[src/design/bright_spot_bounding_box_assert.svh]
// Assertion macros for the bright-spot bounding box block.
// Included by the top level; needs no other file.
`ifndef BRIGHT_SPOT_BOUNDING_BOX_ASSERT_SVH
`define BRIGHT_SPOT_BOUNDING_BOX_ASSERT_SVH

`ifndef SYNTHESIS

// Same-cycle implication, checked out of reset.
`define BSBB_ASSERT_NOW(label, clk, rst_n, cond, prop, msg) \
    label: assert property (@(posedge clk) disable iff (!rst_n) (cond) |-> (prop)) \
        else $error(msg);

// Next-cycle implication, checked out of reset.
`define BSBB_ASSERT_NEXT(label, clk, rst_n, cond, prop, msg) \
    label: assert property (@(posedge clk) disable iff (!rst_n) (cond) |=> (prop)) \
        else $error(msg);

`else

`define BSBB_ASSERT_NOW(label, clk, rst_n, cond, prop, msg)
`define BSBB_ASSERT_NEXT(label, clk, rst_n, cond, prop, msg)

`endif

`endif

[src/design/bsbb_pkg.sv]
// Shared constants and types for the bright-spot bounding box block.
// No dependencies.
`default_nettype none

package bsbb_pkg;

    // Field widths
    localparam int PIXEL_W  = 8;
    localparam int ROW_W    = 7;
    localparam int COL_W    = 8;
    localparam int OFFSET_W = 9;
    localparam int COUNT_W  = 15;

    // Configuration port
    localparam int CFG_INDEX_W = 4;
    localparam int CFG_DATA_W  = 9;
    typedef logic [CFG_INDEX_W-1:0] t_cfg_index;

    localparam t_cfg_index CFG_BINARY_THRESHOLD = 4'd0;
    localparam t_cfg_index CFG_AUTO_FLOOR       = 4'd1;
    localparam t_cfg_index CFG_CENTRE_REFERENCE = 4'd2;
    localparam t_cfg_index CFG_LOST_OFFSET      = 4'd3;

    // Register reset values
    localparam logic [PIXEL_W-1:0]         RST_BINARY_THRESHOLD = 8'd100;
    localparam logic [PIXEL_W-1:0]         RST_AUTO_FLOOR       = 8'd120;
    localparam logic [COL_W-1:0]           RST_CENTRE_REFERENCE = 8'd80;
    localparam logic signed [OFFSET_W-1:0] RST_LOST_OFFSET      = 9'sd80;

    // Arithmetic constants
    localparam logic [PIXEL_W-1:0] AUTO_MARGIN  = 8'd3;
    localparam logic [COUNT_W-1:0] WHITE_MAX    = 15'd32767;
    localparam int                 DIFF_W       = 12;
    localparam logic signed [DIFF_W-1:0] OFFSET_LIMIT = 12'sd255;

endpackage

`default_nettype wire

[src/design/bright_spot_bounding_box.sv]
// Bright-spot bounding box: per-frame white-pixel box, centre and steering offset.
// Depends on bsbb_pkg and bright_spot_bounding_box_assert.svh.
//
// Usage:
//   Pixels enter in raster order on i_valid / o_stall with i_pixel_value and
//   i_frame_end; an item is taken at an edge where i_valid is high and o_stall
//   low. One item is taken per cycle. Only the item flagged i_frame_end makes a
//   result; all others just update the frame accumulators.
//   The result leaves on o_valid / i_stall after the frame-end item is taken: it
//   is first folded into a frame snapshot, then the snapshot is turned into box,
//   centre, offset and threshold in the output register.
//   Throughput is one pixel per clock, set by the accumulator register stage.
//   While the receiver stalls, the result holds; a second finished frame can
//   wait in the snapshot register, and o_stall rises only when both are full.
//   Configuration writes go through i_cfg_valid / o_cfg_ready (always ready),
//   indexed by i_cfg_index; indexes beyond the register list are ignored.
//   Write configuration only while no frame result is pending.
//   Synchronous active-low reset restores register defaults, clears the frame
//   accumulators and empties both pipeline stages.
`default_nettype none

`include "bright_spot_bounding_box_assert.svh"

module bright_spot_bounding_box #(
    parameter int IMG_HEIGHT = 120,
    parameter int IMG_WIDTH  = 160
) (
    input  wire logic                                  i_clk,
    input  wire logic                                  i_rst_n,
    // pixel input
    input  wire logic                                  i_valid,
    output logic                                       o_stall,
    input  wire logic [bsbb_pkg::PIXEL_W-1:0]          i_pixel_value,
    input  wire logic                                  i_frame_end,
    // configuration writes
    input  wire logic                                  i_cfg_valid,
    output logic                                       o_cfg_ready,
    input  wire bsbb_pkg::t_cfg_index                  i_cfg_index,
    input  wire logic [bsbb_pkg::CFG_DATA_W-1:0]       i_cfg_data,
    // frame result
    output logic                                       o_valid,
    input  wire logic                                  i_stall,
    output logic [bsbb_pkg::ROW_W-1:0]                 o_box_top,
    output logic [bsbb_pkg::ROW_W-1:0]                 o_box_bottom,
    output logic [bsbb_pkg::COL_W-1:0]                 o_box_left,
    output logic [bsbb_pkg::COL_W-1:0]                 o_box_right,
    output logic [bsbb_pkg::ROW_W-1:0]                 o_centre_row,
    output logic [bsbb_pkg::COL_W-1:0]                 o_centre_column,
    output logic signed [bsbb_pkg::OFFSET_W-1:0]       o_steer_offset,
    output logic                                       o_light_found,
    output logic [bsbb_pkg::COUNT_W-1:0]               o_white_count,
    output logic [bsbb_pkg::PIXEL_W-1:0]               o_auto_threshold
);

    localparam int RW = (IMG_HEIGHT > 2) ? $clog2(IMG_HEIGHT) : 1;
    localparam int CW = (IMG_WIDTH > 2) ? $clog2(IMG_WIDTH) : 1;
    localparam logic [RW-1:0] LAST_ROW = RW'(IMG_HEIGHT - 1);
    localparam logic [CW-1:0] LAST_COL = CW'(IMG_WIDTH - 1);
    localparam int WIDE_W = 16;

    // Configuration registers
    logic [bsbb_pkg::PIXEL_W-1:0]          r_binary_threshold;
    logic [bsbb_pkg::PIXEL_W-1:0]          r_auto_floor;
    logic [bsbb_pkg::COL_W-1:0]            r_centre_ref;
    logic signed [bsbb_pkg::OFFSET_W-1:0]  r_lost_offset;

    // Frame accumulators
    logic [RW-1:0]                r_row, n_row;
    logic [CW-1:0]                r_col, n_col;
    logic [bsbb_pkg::PIXEL_W-1:0] r_bright, n_bright;
    logic [bsbb_pkg::COUNT_W-1:0] r_total, n_total;
    logic [RW-1:0]                r_min_row, n_min_row, r_max_row, n_max_row;
    logic [CW-1:0]                r_min_col, n_min_col, r_max_col, n_max_col;
    logic                         r_any_white, n_any_white;

    // Frame snapshot
    logic                         r_snap_valid;
    logic [bsbb_pkg::PIXEL_W-1:0] r_snap_bright;
    logic [bsbb_pkg::COUNT_W-1:0] r_snap_total;
    logic [RW-1:0]                r_snap_min_row, r_snap_max_row;
    logic [CW-1:0]                r_snap_min_col, r_snap_max_col;
    logic                         r_snap_any;

    // Output register
    logic r_out_valid;

    logic in_take, snap_load, out_free, snap_adv, white;

    // Handshakes
    assign out_free    = !r_out_valid || !i_stall;
    assign snap_adv    = r_snap_valid && out_free;
    assign o_stall     = r_snap_valid && r_out_valid && i_stall;
    assign in_take     = i_valid && !o_stall;
    assign snap_load   = in_take && i_frame_end;
    assign o_cfg_ready = 1'b1;
    assign o_valid     = r_out_valid;

    // Fold the pixel into the accumulators
    always_comb begin
        white       = i_pixel_value >= r_binary_threshold;
        n_bright    = (i_pixel_value >= r_bright) ? i_pixel_value : r_bright;
        n_total     = (white && r_total != bsbb_pkg::WHITE_MAX) ?
                      r_total + 1'b1 : r_total;
        n_min_row   = (white && (!r_any_white || r_row < r_min_row)) ? r_row : r_min_row;
        n_max_row   = (white && (!r_any_white || r_row > r_max_row)) ? r_row : r_max_row;
        n_min_col   = (white && (!r_any_white || r_col < r_min_col)) ? r_col : r_min_col;
        n_max_col   = (white && (!r_any_white || r_col > r_max_col)) ? r_col : r_max_col;
        n_any_white = r_any_white || white;
        // advance raster position; the row sticks at the last row
        if (r_col >= LAST_COL) begin
            n_col = '0;
            n_row = (r_row < LAST_ROW) ? r_row + 1'b1 : r_row;
        end else begin
            n_col = r_col + 1'b1;
            n_row = r_row;
        end
    end

    // Configuration writes
    always_ff @(posedge i_clk) begin
        if (!i_rst_n) begin
            r_binary_threshold <= bsbb_pkg::RST_BINARY_THRESHOLD;
            r_auto_floor       <= bsbb_pkg::RST_AUTO_FLOOR;
            r_centre_ref       <= bsbb_pkg::RST_CENTRE_REFERENCE;
            r_lost_offset      <= bsbb_pkg::RST_LOST_OFFSET;
        end else if (i_cfg_valid && o_cfg_ready) begin
            unique case (i_cfg_index)
                bsbb_pkg::CFG_BINARY_THRESHOLD: r_binary_threshold <= i_cfg_data[7:0];
                bsbb_pkg::CFG_AUTO_FLOOR:       r_auto_floor       <= i_cfg_data[7:0];
                bsbb_pkg::CFG_CENTRE_REFERENCE: r_centre_ref       <= i_cfg_data[7:0];
                bsbb_pkg::CFG_LOST_OFFSET:      r_lost_offset      <= signed'(i_cfg_data);
                default: ;
            endcase
        end
    end

    // Accumulators: update per item, clear after the frame-end item
    always_ff @(posedge i_clk) begin
        if (!i_rst_n || snap_load) begin
            r_row       <= '0;
            r_col       <= '0;
            r_bright    <= '0;
            r_total     <= '0;
            r_min_row   <= LAST_ROW;
            r_max_row   <= '0;
            r_min_col   <= LAST_COL;
            r_max_col   <= '0;
            r_any_white <= 1'b0;
        end else if (in_take) begin
            r_row       <= n_row;
            r_col       <= n_col;
            r_bright    <= n_bright;
            r_total     <= n_total;
            r_min_row   <= n_min_row;
            r_max_row   <= n_max_row;
            r_min_col   <= n_min_col;
            r_max_col   <= n_max_col;
            r_any_white <= n_any_white;
        end
    end

    // Snapshot control
    always_ff @(posedge i_clk) begin
        if (!i_rst_n) begin
            r_snap_valid <= 1'b0;
        end else if (snap_load) begin
            r_snap_valid <= 1'b1;
        end else if (snap_adv) begin
            r_snap_valid <= 1'b0;
        end
    end

    // Snapshot payload: final frame values including the frame-end pixel
    always_ff @(posedge i_clk) begin
        if (snap_load) begin
            r_snap_bright  <= n_bright;
            r_snap_total   <= n_total;
            r_snap_min_row <= n_min_row;
            r_snap_max_row <= n_max_row;
            r_snap_min_col <= n_min_col;
            r_snap_max_col <= n_max_col;
            r_snap_any     <= n_any_white;
        end
    end

    // Result arithmetic from the snapshot
    logic [RW:0]                  top_w, bottom_w, crow_sum;
    logic [CW:0]                  left_w, right_w, ccol_sum;
    logic [RW-1:0]                top, bottom, crow;
    logic [CW-1:0]                left, right, ccol;
    logic signed [bsbb_pkg::DIFF_W-1:0] diff, diff_c;
    logic [bsbb_pkg::PIXEL_W-1:0] autoth_raw, autoth;
    logic [WIDE_W-1:0]            top_x, bottom_x, left_x, right_x, crow_x, ccol_x;
    logic signed [bsbb_pkg::OFFSET_W-1:0] offset;

    always_comb begin
        top_w    = (r_snap_min_row != '0) ? {1'b0, r_snap_min_row} - 1'b1 : '0;
        bottom_w = {1'b0, r_snap_max_row} + 1'b1;
        if (bottom_w >= {1'b0, LAST_ROW}) begin
            bottom_w = {1'b0, LAST_ROW};
        end
        left_w   = (r_snap_min_col != '0) ? {1'b0, r_snap_min_col} - 1'b1 : '0;
        right_w  = {1'b0, r_snap_max_col} + 1'b1;
        if (right_w >= {1'b0, LAST_COL}) begin
            right_w = {1'b0, LAST_COL};
        end
        crow_sum = top_w + bottom_w;
        ccol_sum = left_w + right_w;

        // nothing white: report the empty box
        if (r_snap_any) begin
            top    = top_w[RW-1:0];
            bottom = bottom_w[RW-1:0];
            left   = left_w[CW-1:0];
            right  = right_w[CW-1:0];
            crow   = crow_sum[RW:1];
            ccol   = ccol_sum[CW:1];
        end else begin
            top    = LAST_ROW;
            bottom = '0;
            left   = LAST_COL;
            right  = '0;
            crow   = '0;
            ccol   = '0;
        end

        // steering offset, clamped to -255..255 within the 9-bit range
        diff   = signed'(bsbb_pkg::DIFF_W'(ccol)) - signed'(bsbb_pkg::DIFF_W'(r_centre_ref));
        diff_c = diff;
        if (diff > bsbb_pkg::OFFSET_LIMIT) begin
            diff_c = bsbb_pkg::OFFSET_LIMIT;
        end else if (diff < -bsbb_pkg::OFFSET_LIMIT) begin
            diff_c = -bsbb_pkg::OFFSET_LIMIT;
        end
        offset = r_snap_any ? diff_c[bsbb_pkg::OFFSET_W-1:0] : r_lost_offset;

        // brightest minus margin, floored
        autoth_raw = (r_snap_bright >= bsbb_pkg::AUTO_MARGIN) ?
                     r_snap_bright - bsbb_pkg::AUTO_MARGIN : '0;
        autoth     = (autoth_raw <= r_auto_floor) ? r_auto_floor : autoth_raw;

        // widen before masking to the field widths
        top_x    = WIDE_W'(top);
        bottom_x = WIDE_W'(bottom);
        left_x   = WIDE_W'(left);
        right_x  = WIDE_W'(right);
        crow_x   = WIDE_W'(crow);
        ccol_x   = WIDE_W'(ccol);
    end

    // Output register control
    always_ff @(posedge i_clk) begin
        if (!i_rst_n) begin
            r_out_valid <= 1'b0;
        end else if (snap_adv) begin
            r_out_valid <= 1'b1;
        end else if (!i_stall) begin
            r_out_valid <= 1'b0;
        end
    end

    // Output register payload
    always_ff @(posedge i_clk) begin
        if (snap_adv) begin
            o_box_top        <= top_x[bsbb_pkg::ROW_W-1:0];
            o_box_bottom     <= bottom_x[bsbb_pkg::ROW_W-1:0];
            o_box_left       <= left_x[bsbb_pkg::COL_W-1:0];
            o_box_right      <= right_x[bsbb_pkg::COL_W-1:0];
            o_centre_row     <= crow_x[bsbb_pkg::ROW_W-1:0];
            o_centre_column  <= ccol_x[bsbb_pkg::COL_W-1:0];
            o_steer_offset   <= offset;
            o_light_found    <= r_snap_any;
            o_white_count    <= r_snap_total;
            o_auto_threshold <= autoth;
        end
    end

    // Checks
    `BSBB_ASSERT_NEXT(a_frame_end_snaps, i_clk, i_rst_n, snap_load, r_snap_valid, "frame end not captured")
    `BSBB_ASSERT_NOW(a_empty_box_idle, i_clk, i_rst_n, !r_any_white, (r_min_row == LAST_ROW) && (r_max_row == '0) && (r_min_col == LAST_COL) && (r_max_col == '0), "box moved without white pixel")
    `BSBB_ASSERT_NEXT(a_result_held, i_clk, i_rst_n, r_out_valid && i_stall, r_out_valid, "stalled result dropped")
    `BSBB_ASSERT_NOW(a_col_in_range, i_clk, i_rst_n, 1'b1, r_col <= LAST_COL, "column past row end")

endmodule

`default_nettype wire

[config.mk]
export PLATFORM = sky130hd
export DESIGN_NAME = bright_spot_bounding_box
export DESIGN_NICKNAME = d
export VERILOG_FILES = /design/src/design/bsbb_pkg.sv /design/src/design/bright_spot_bounding_box.sv
export VERILOG_INCLUDE_DIRS = /design/src /design/src/design
export SDC_FILE = /design/constraint.sdc
export NUM_CORES = 1
export LEC_CHECK = 0
export ABC_AREA = 1
export BUFFER_PORTS_ARGS = -buffer_cell sky130_fd_sc_hd__buf_2
export CAP_MARGIN = 20
export CORE_ASPECT_RATIO = 1.25
export CORE_MARGIN = 2
export CORE_UTILIZATION = 45
export DETAILED_ROUTE_END_ITERATION = 6
export GPL_TIMING_DRIVEN = 0
export PLACE_DENSITY = 0.7
export RECOVER_POWER = 100
export SLEW_MARGIN = 20
export SYNTH_ARGS = -nofsm -noshare
export SYNTH_HDL_FRONTEND = slang
export SYNTH_SLANG_ARGS = --single-unit
export TNS_END_PERCENT = 50
[constraint.sdc]
create_clock -name i_clk -period 11.4 [get_ports i_clk]
set_input_delay 2.85 -clock i_clk [delete_from_list [all_inputs] [get_ports i_clk]]
set_output_delay 2.85 -clock i_clk [all_outputs]
set_load 0.02 [all_outputs]
## Word level (Yosys, flattened, before mapping)

Cells that the tools add are included.

| word-level totals | value |
|---|---|
| register bits after elaboration | 236 |
| input port bits | 27 |

| operators by class | value |
|---|---|
| $add $sub $neg | 11 |
| order comparisons | 14 |
| equal/unequal tests | 5 |
| mux-type cells | 21 |
| reductions and logical operators | 31 |

Operators with widths:

| kind | count |
|---|---|
| $mux W8 | 9 |
| $mux W9 | 5 |
| $ge A8 B8 Y1 | 2 |
| $add A15 B1 Y15 const B | 1 |
| $mux W15 | 1 |
| $ne A15 B15 Y1 const B | 1 |
| $mux W7 | 2 |
| $logic_and A1 B1 Y1 | 10 |
| $add A8 B1 Y9 const B | 1 |
| $add A9 B9 Y9 | 1 |
| $ge A9 B8 Y1 const B | 1 |
| $gt A9 B9 Y1 const B | 1 |
| $lt A9 B9 Y1 const B | 1 |
| $sub A8 B1 Y9 const B | 1 |
| $sub A8 B8 Y9 | 1 |
| $add A7 B1 Y8 const B | 1 |
| $add A8 B1 Y8 const B | 1 |
| $add A8 B8 Y8 | 1 |
| $eq A4 B2 Y1 const B | 2 |
| $ge A8 B2 Y1 const B | 1 |
| $ge A8 B7 Y1 const B | 1 |
| $ge A8 B8 Y1 const B | 1 |
| $gt A8 B8 Y1 | 1 |
| $le A8 B8 Y1 | 1 |
| other kinds (18) | 34 |

## Longest topological paths before layout

| logic depth | value |
|---|---|
| depth after elaboration | 10 |
| gate-level depth with buffers | 33 |
| gate-level depth less buffers | 32 |

## Worst setup path before layout

OpenSTA, ideal clock, no wires.

| timing path | value |
|---|---|
| kind | input-to-reg |
| start point | input i_stall |
| end point | register o_auto_threshold[0] in the netlist's numbering, enable pin |
| arrival | 6648 ps |
| required time | 10860 ps |
| slack | 4212 ps |
| stages | 1 |
| path buffers | 0 |
| cells stage by stage | a21oi_1 |

| on the way | value |
|---|---|
| longest elaborated chain between the ends | 3 |

RTL lines:

| what | RTL line | RTL |
|---|---|---|
| start: declaration | bright_spot_bounding_box.sv:42 | `input wire logic i_stall,` |
| $logic_not A1 Y1 | -- |  |
| $logic_or A1 B1 Y1 | bright_spot_bounding_box.sv:90 | `assign out_free = !r_out_valid \|\| !i_stall;` |
| $logic_and A1 B1 Y1 | bright_spot_bounding_box.sv:91 | `assign snap_adv = r_snap_valid && out_free;` |
| end signal: assignment | bright_spot_bounding_box.sv:274 | `o_auto_threshold <= autoth;` |
| end: declaration | bright_spot_bounding_box.sv:52 | `output logic [bsbb_pkg::PIXEL_W-1:0] o_auto_threshold` |

No other way between the ends.
A chain may end at the register's enable or synchronous reset.

## Final worst setup path

| timing path | value |
|---|---|
| start point | input i_stall |
| end point | register r_snap_min_row[5], enable pin |

| on the way | value |
|---|---|
| longest elaborated chain between the ends | 4 |

RTL lines:

| what | RTL line | RTL |
|---|---|---|
| $logic_and A1 B1 Y1 | bright_spot_bounding_box.sv:92 | `assign o_stall = r_snap_valid && r_out_valid && i_stall;` |
| $logic_not A1 Y1 | bright_spot_bounding_box.sv:93 | `assign in_take = i_valid && !o_stall;` |
| $logic_and A1 B1 Y1 | bright_spot_bounding_box.sv:93 |  |
| $logic_and A1 B1 Y1 | bright_spot_bounding_box.sv:94 | `assign snap_load = in_take && i_frame_end;` |
| named net snap_load | bright_spot_bounding_box.sv:87 | `logic in_take, snap_load, out_free, snap_adv, white;` |
| end signal: assignment | bright_spot_bounding_box.sv:178 | `r_snap_min_row <= n_min_row;` |
| end: declaration | bright_spot_bounding_box.sv:80 | `logic [RW-1:0] r_snap_min_row, r_snap_max_row;` |

The timed path passes the listed nets, and every way through them passes these cells.

==> metrics.md <==
| Metric | Value |
|---|---|
| Top cells by area, synth | `edfxtp_1 (32%), dfxtp_1 (17%), ha_1 (8.8%)` |
| Reg-to-reg slack, setup | `6.13 ns` |
| Crit path max fanout | `31` |
| CTS Sinks | `236` |
| Iter 0 DRT Violations | `530` |
| Post-CTS setup buffers | `0` |
| Hold Vio Cnt, Final | `0` |
| Largest net degree at the start of global routing | `32` |
| Vias per cell | `5.13` |
| HPWL after DPL | `20.6 mm` |
| Pleak | `6.14 nW` |
| Fmax | `0.159 GHz` |
| Worst slew margin | `-6.11%` |
| Fraction of layout cells with a size suffix above 1 | `6.17%` |
| Clock Latency Late Sink | `0.53 ns` |
| Antenna violations before repair | `0` |
| Post-cts sizing count | `0` |
| Period utilisation layout | `55.1%` |
| Setup WS post-layout | `5.12 ns` |
| Pins Over Slew Limit | `32` |
| Rows | `67` |
| Initial Util | `45.8%` |
| Post-DRT Antenna Nets | `0` |
| Synth top area share | `32.1%` |
| CP endpoint | `r_snap_min_row[5]` |
| RePlAce Congestion | `0.882` |
| Top_reg_cell synth | `edfxtp_1` |
| Worst EP arrival | `6.40 ns` |
| Hold_buf cts | `0` |
| Vias in the first global route | `9500` |
| Worst Setup SP | `i_stall` |
| WHS Path Cells | `0` |
| Dpl cells | `1874` |
| Post-synthesis cell count | `1419` |
| Syn_nets | `1536` |
| First-pass DRT Iterations | `5` |
| EDFF count, synth | `132` |
| R2R depth | `29` |
| Failing checks | `max-capacitance violations, max-slew violations` |
| Setup violators final | `0` |
| Critical path class | `input pin to register` |
| Post-synthesis sequential area ratio | `49.0%` |
| Synthesized cell area | `0.0123 sq mm` |
| Cell taking the most area after synthesis | `edfxtp_1` |
| Area Overhead vs Synth | `12.6%` |
| Run status | `complete, but fails checks` |
| Post-Syn Area per Cell | `8.69 sq um` |
| Routed via count | `9847` |
| Clk pin slew, worst setup/hold paths | `0.06 ns` |
| Antenna cells | `0` |
| Filler Cells Inserted | `2548` |
| Post-synth ARST share | `0%` |
| WHS | `0.416 ns` |
| Final std cells w/o fill | `1918` |
| Worst-Margin Slew | `1.59 ns` |
| Yosys warning count | `0` |
| Num ports | `108` |
| # port buffers | `105` |
| Final Critical Period | `6.28 ns` |
| Synth unique cells | `50` |
| DRC Markers | `0` |
| CTS max path bufs | `3` |
| Pwr Density | `145 mW/mm^2` |
| Startpoint types | `input pin` |
| H-tree levels | `1` |
| Core area | `0.0269 sq mm` |
| Die height | `189 um` |
| TritonCTS buffer count | `24` |
| Die area | `0.0287 sq mm` |
| CTS tree | `built` |
| Setup TNS | `0 ns` |
| Global-route wire length before repair | `45.0 mm` |
| Reg-to-reg critical path endpoint | `o_steer_offset[4]` |
| RR Startpoint | `r_snap_min_col[0]` |
| Hold Crit Class | `register to register` |
| Total Nets Final | `1672` |
| Max-cap violation count | `1` |
| Synthesized flop and latch total | `236` |
| WP data required | `11.52 ns` |
| Place WS | `5.11 ns` |
| Root buf cell | `clkbuf_16` |
| Congestion Overflow GR | `0` |
| Layout Skew | `0.0115 ns` |
| Routed WL | `27.3 mm` |
| Peak supply drop | `126 uV` |
| Wire per inst | `14.2 um` |
| RSZ-0062 raised after global routing | `false` |
| GRT Util Overall | `18.8%` |
| Critical Path Sink Type | `register` |
| Horiz. Die Dim | `152 um` |
==> critical path, cell delays in order <==
cell and delay [ns]:
buf_2 0.10, nand2_1 0.08, nor2_1 0.07, clkinv_1 0.05
nand2_1 0.25, clkbuf_1 0.33, nor2_1 0.42, clkbuf_1 1.01
clkbuf_1 1.22
==> power breakdown <==
part           switching (mW)  internal [mW]  total, mW
sequential             0.0182          0.945      0.963
clock                   0.320          0.452      0.772
combinational           0.188         0.0895      0.277
==> final cells by class <==
| cell class | instances | area (sq um) | share of cell area [%] |
|---|---|---|---|
| clock buffer | 34 | 703 | 5.06 |
| sequential | 236 | 6050 | 43.5 |
| timing repair buffer | 110 | 442 | 3.18 |
| tap | 345 | 432 | 3.11 |
| clock inverter | 10 | 81.3 | 0.586 |
| inverter | 249 | 936 | 6.74 |
| multi-input combinational | 897 | 5100 | 36.7 |
| buffer | 37 | 146 | 1.05 |
==> metrics by stage <==
stage / power, mW / utilization [%] / area, sq um
floorplan: 1.19 / - / 12300
global placement: 1.26 / 49.4 / 13300
detailed placement: 1.27 / 49.9 / 13400
CTS: 2.04 / 52.8 / 14200
global route: 2.11 / 51.6 / 13900
finish: 2.01 / 51.6 / 13900
==> layout by cell type (no fill, tap or decap), drive strengths merged, types with 5 or more instances in the layout <==
cell    count
and2        7
inv       244
o211ai     16
nand4      16
or2         9
buf        27
a211oi      5
nor2       94
a21oi     140
ha         87
o21ai     159
edfxtp    132
clkbuf    154
o21bai      5
clkinv     10
nand2     234
nor3       21
nand3      56
dfxtp     104
xor2       20
==> Yosys cell counts (5+ instances only) <==
cell,instances
xor2_1,20
o211ai_1,16
nor3_1,18
nand3_1,54
ha_1,87
o21ai_1,31
a21oi_1,140
a211oi_1,5
nor2_1,92
edfxtp_1,132
and2_1,7
o21ai_0,113
nand2_2,15
buf_2,10
or2_2,8
dfxtp_1,104
o21ai_2,15
clkbuf_1,23
nand2_1,218
inv_1,242
nand4_1,16
==> cell families (layout without fill, tap and decap cells) <==
group           after synthesis  in the layout  synth area share [%]
compound gates              337            337                  15.0
xor+xnor                     24             24                  1.70
fa+ha+maj                    90             90                  9.32
buf+inv                     286            440                  8.98
flops                       236            236                  49.0
other cells                   1              1                0.0304
simple gates                445            445                  15.9
==> sequential cells by signal, indices dropped and copies added (netlist names), 8 cells and up <==
| signal | count |
|---|---|
| r_snap_total | 15 |
| r_min_col | 8 |
| o_box_left | 8 |
| r_snap_bright | 8 |
| r_col | 8 |
| o_centre_column | 8 |
| r_snap_min_col | 8 |
| r_lost_offset | 9 |
| o_box_right | 8 |
| r_centre_ref | 8 |
| r_binary_threshold | 8 |
| r_total | 15 |
| r_max_col | 8 |
| r_auto_floor | 8 |
| o_steer_offset | 9 |
| o_white_count | 15 |
| o_auto_threshold | 8 |
| r_snap_max_col | 8 |
| r_bright | 8 |
==> how the worst min path moves through the flow <==
stage / slack (ns) / endpoint / startpoint
2_1_floorplan: 0.40 / o_white_count[0] / r_snap_total[0]
3_3_place_gp: 0.41 / o_white_count[7] / r_snap_total[7]
3_5_place_dp: 0.41 / o_white_count[6] / r_snap_total[6]
4_1_cts: 0.42 / o_white_count[5] / r_snap_total[5]
5_1_grt: 0.42 / o_white_count[5] / r_snap_total[5]
6_report: 0.42 / o_white_count[5] / r_snap_total[5]
==> metal layers <==
layer | GRT usage, % | wire length [um] | vias to the layer above
met5 | 0 | 0 | -
met4 | 7.30 | 939 | 0
met3 | 3.02 | 1400 | 60
met2 | 33.2 | 13200 | 234
met1 | 22.9 | 11700 | 4535
li1 | - | - | 5018
(Power assumes the default switching activity.)
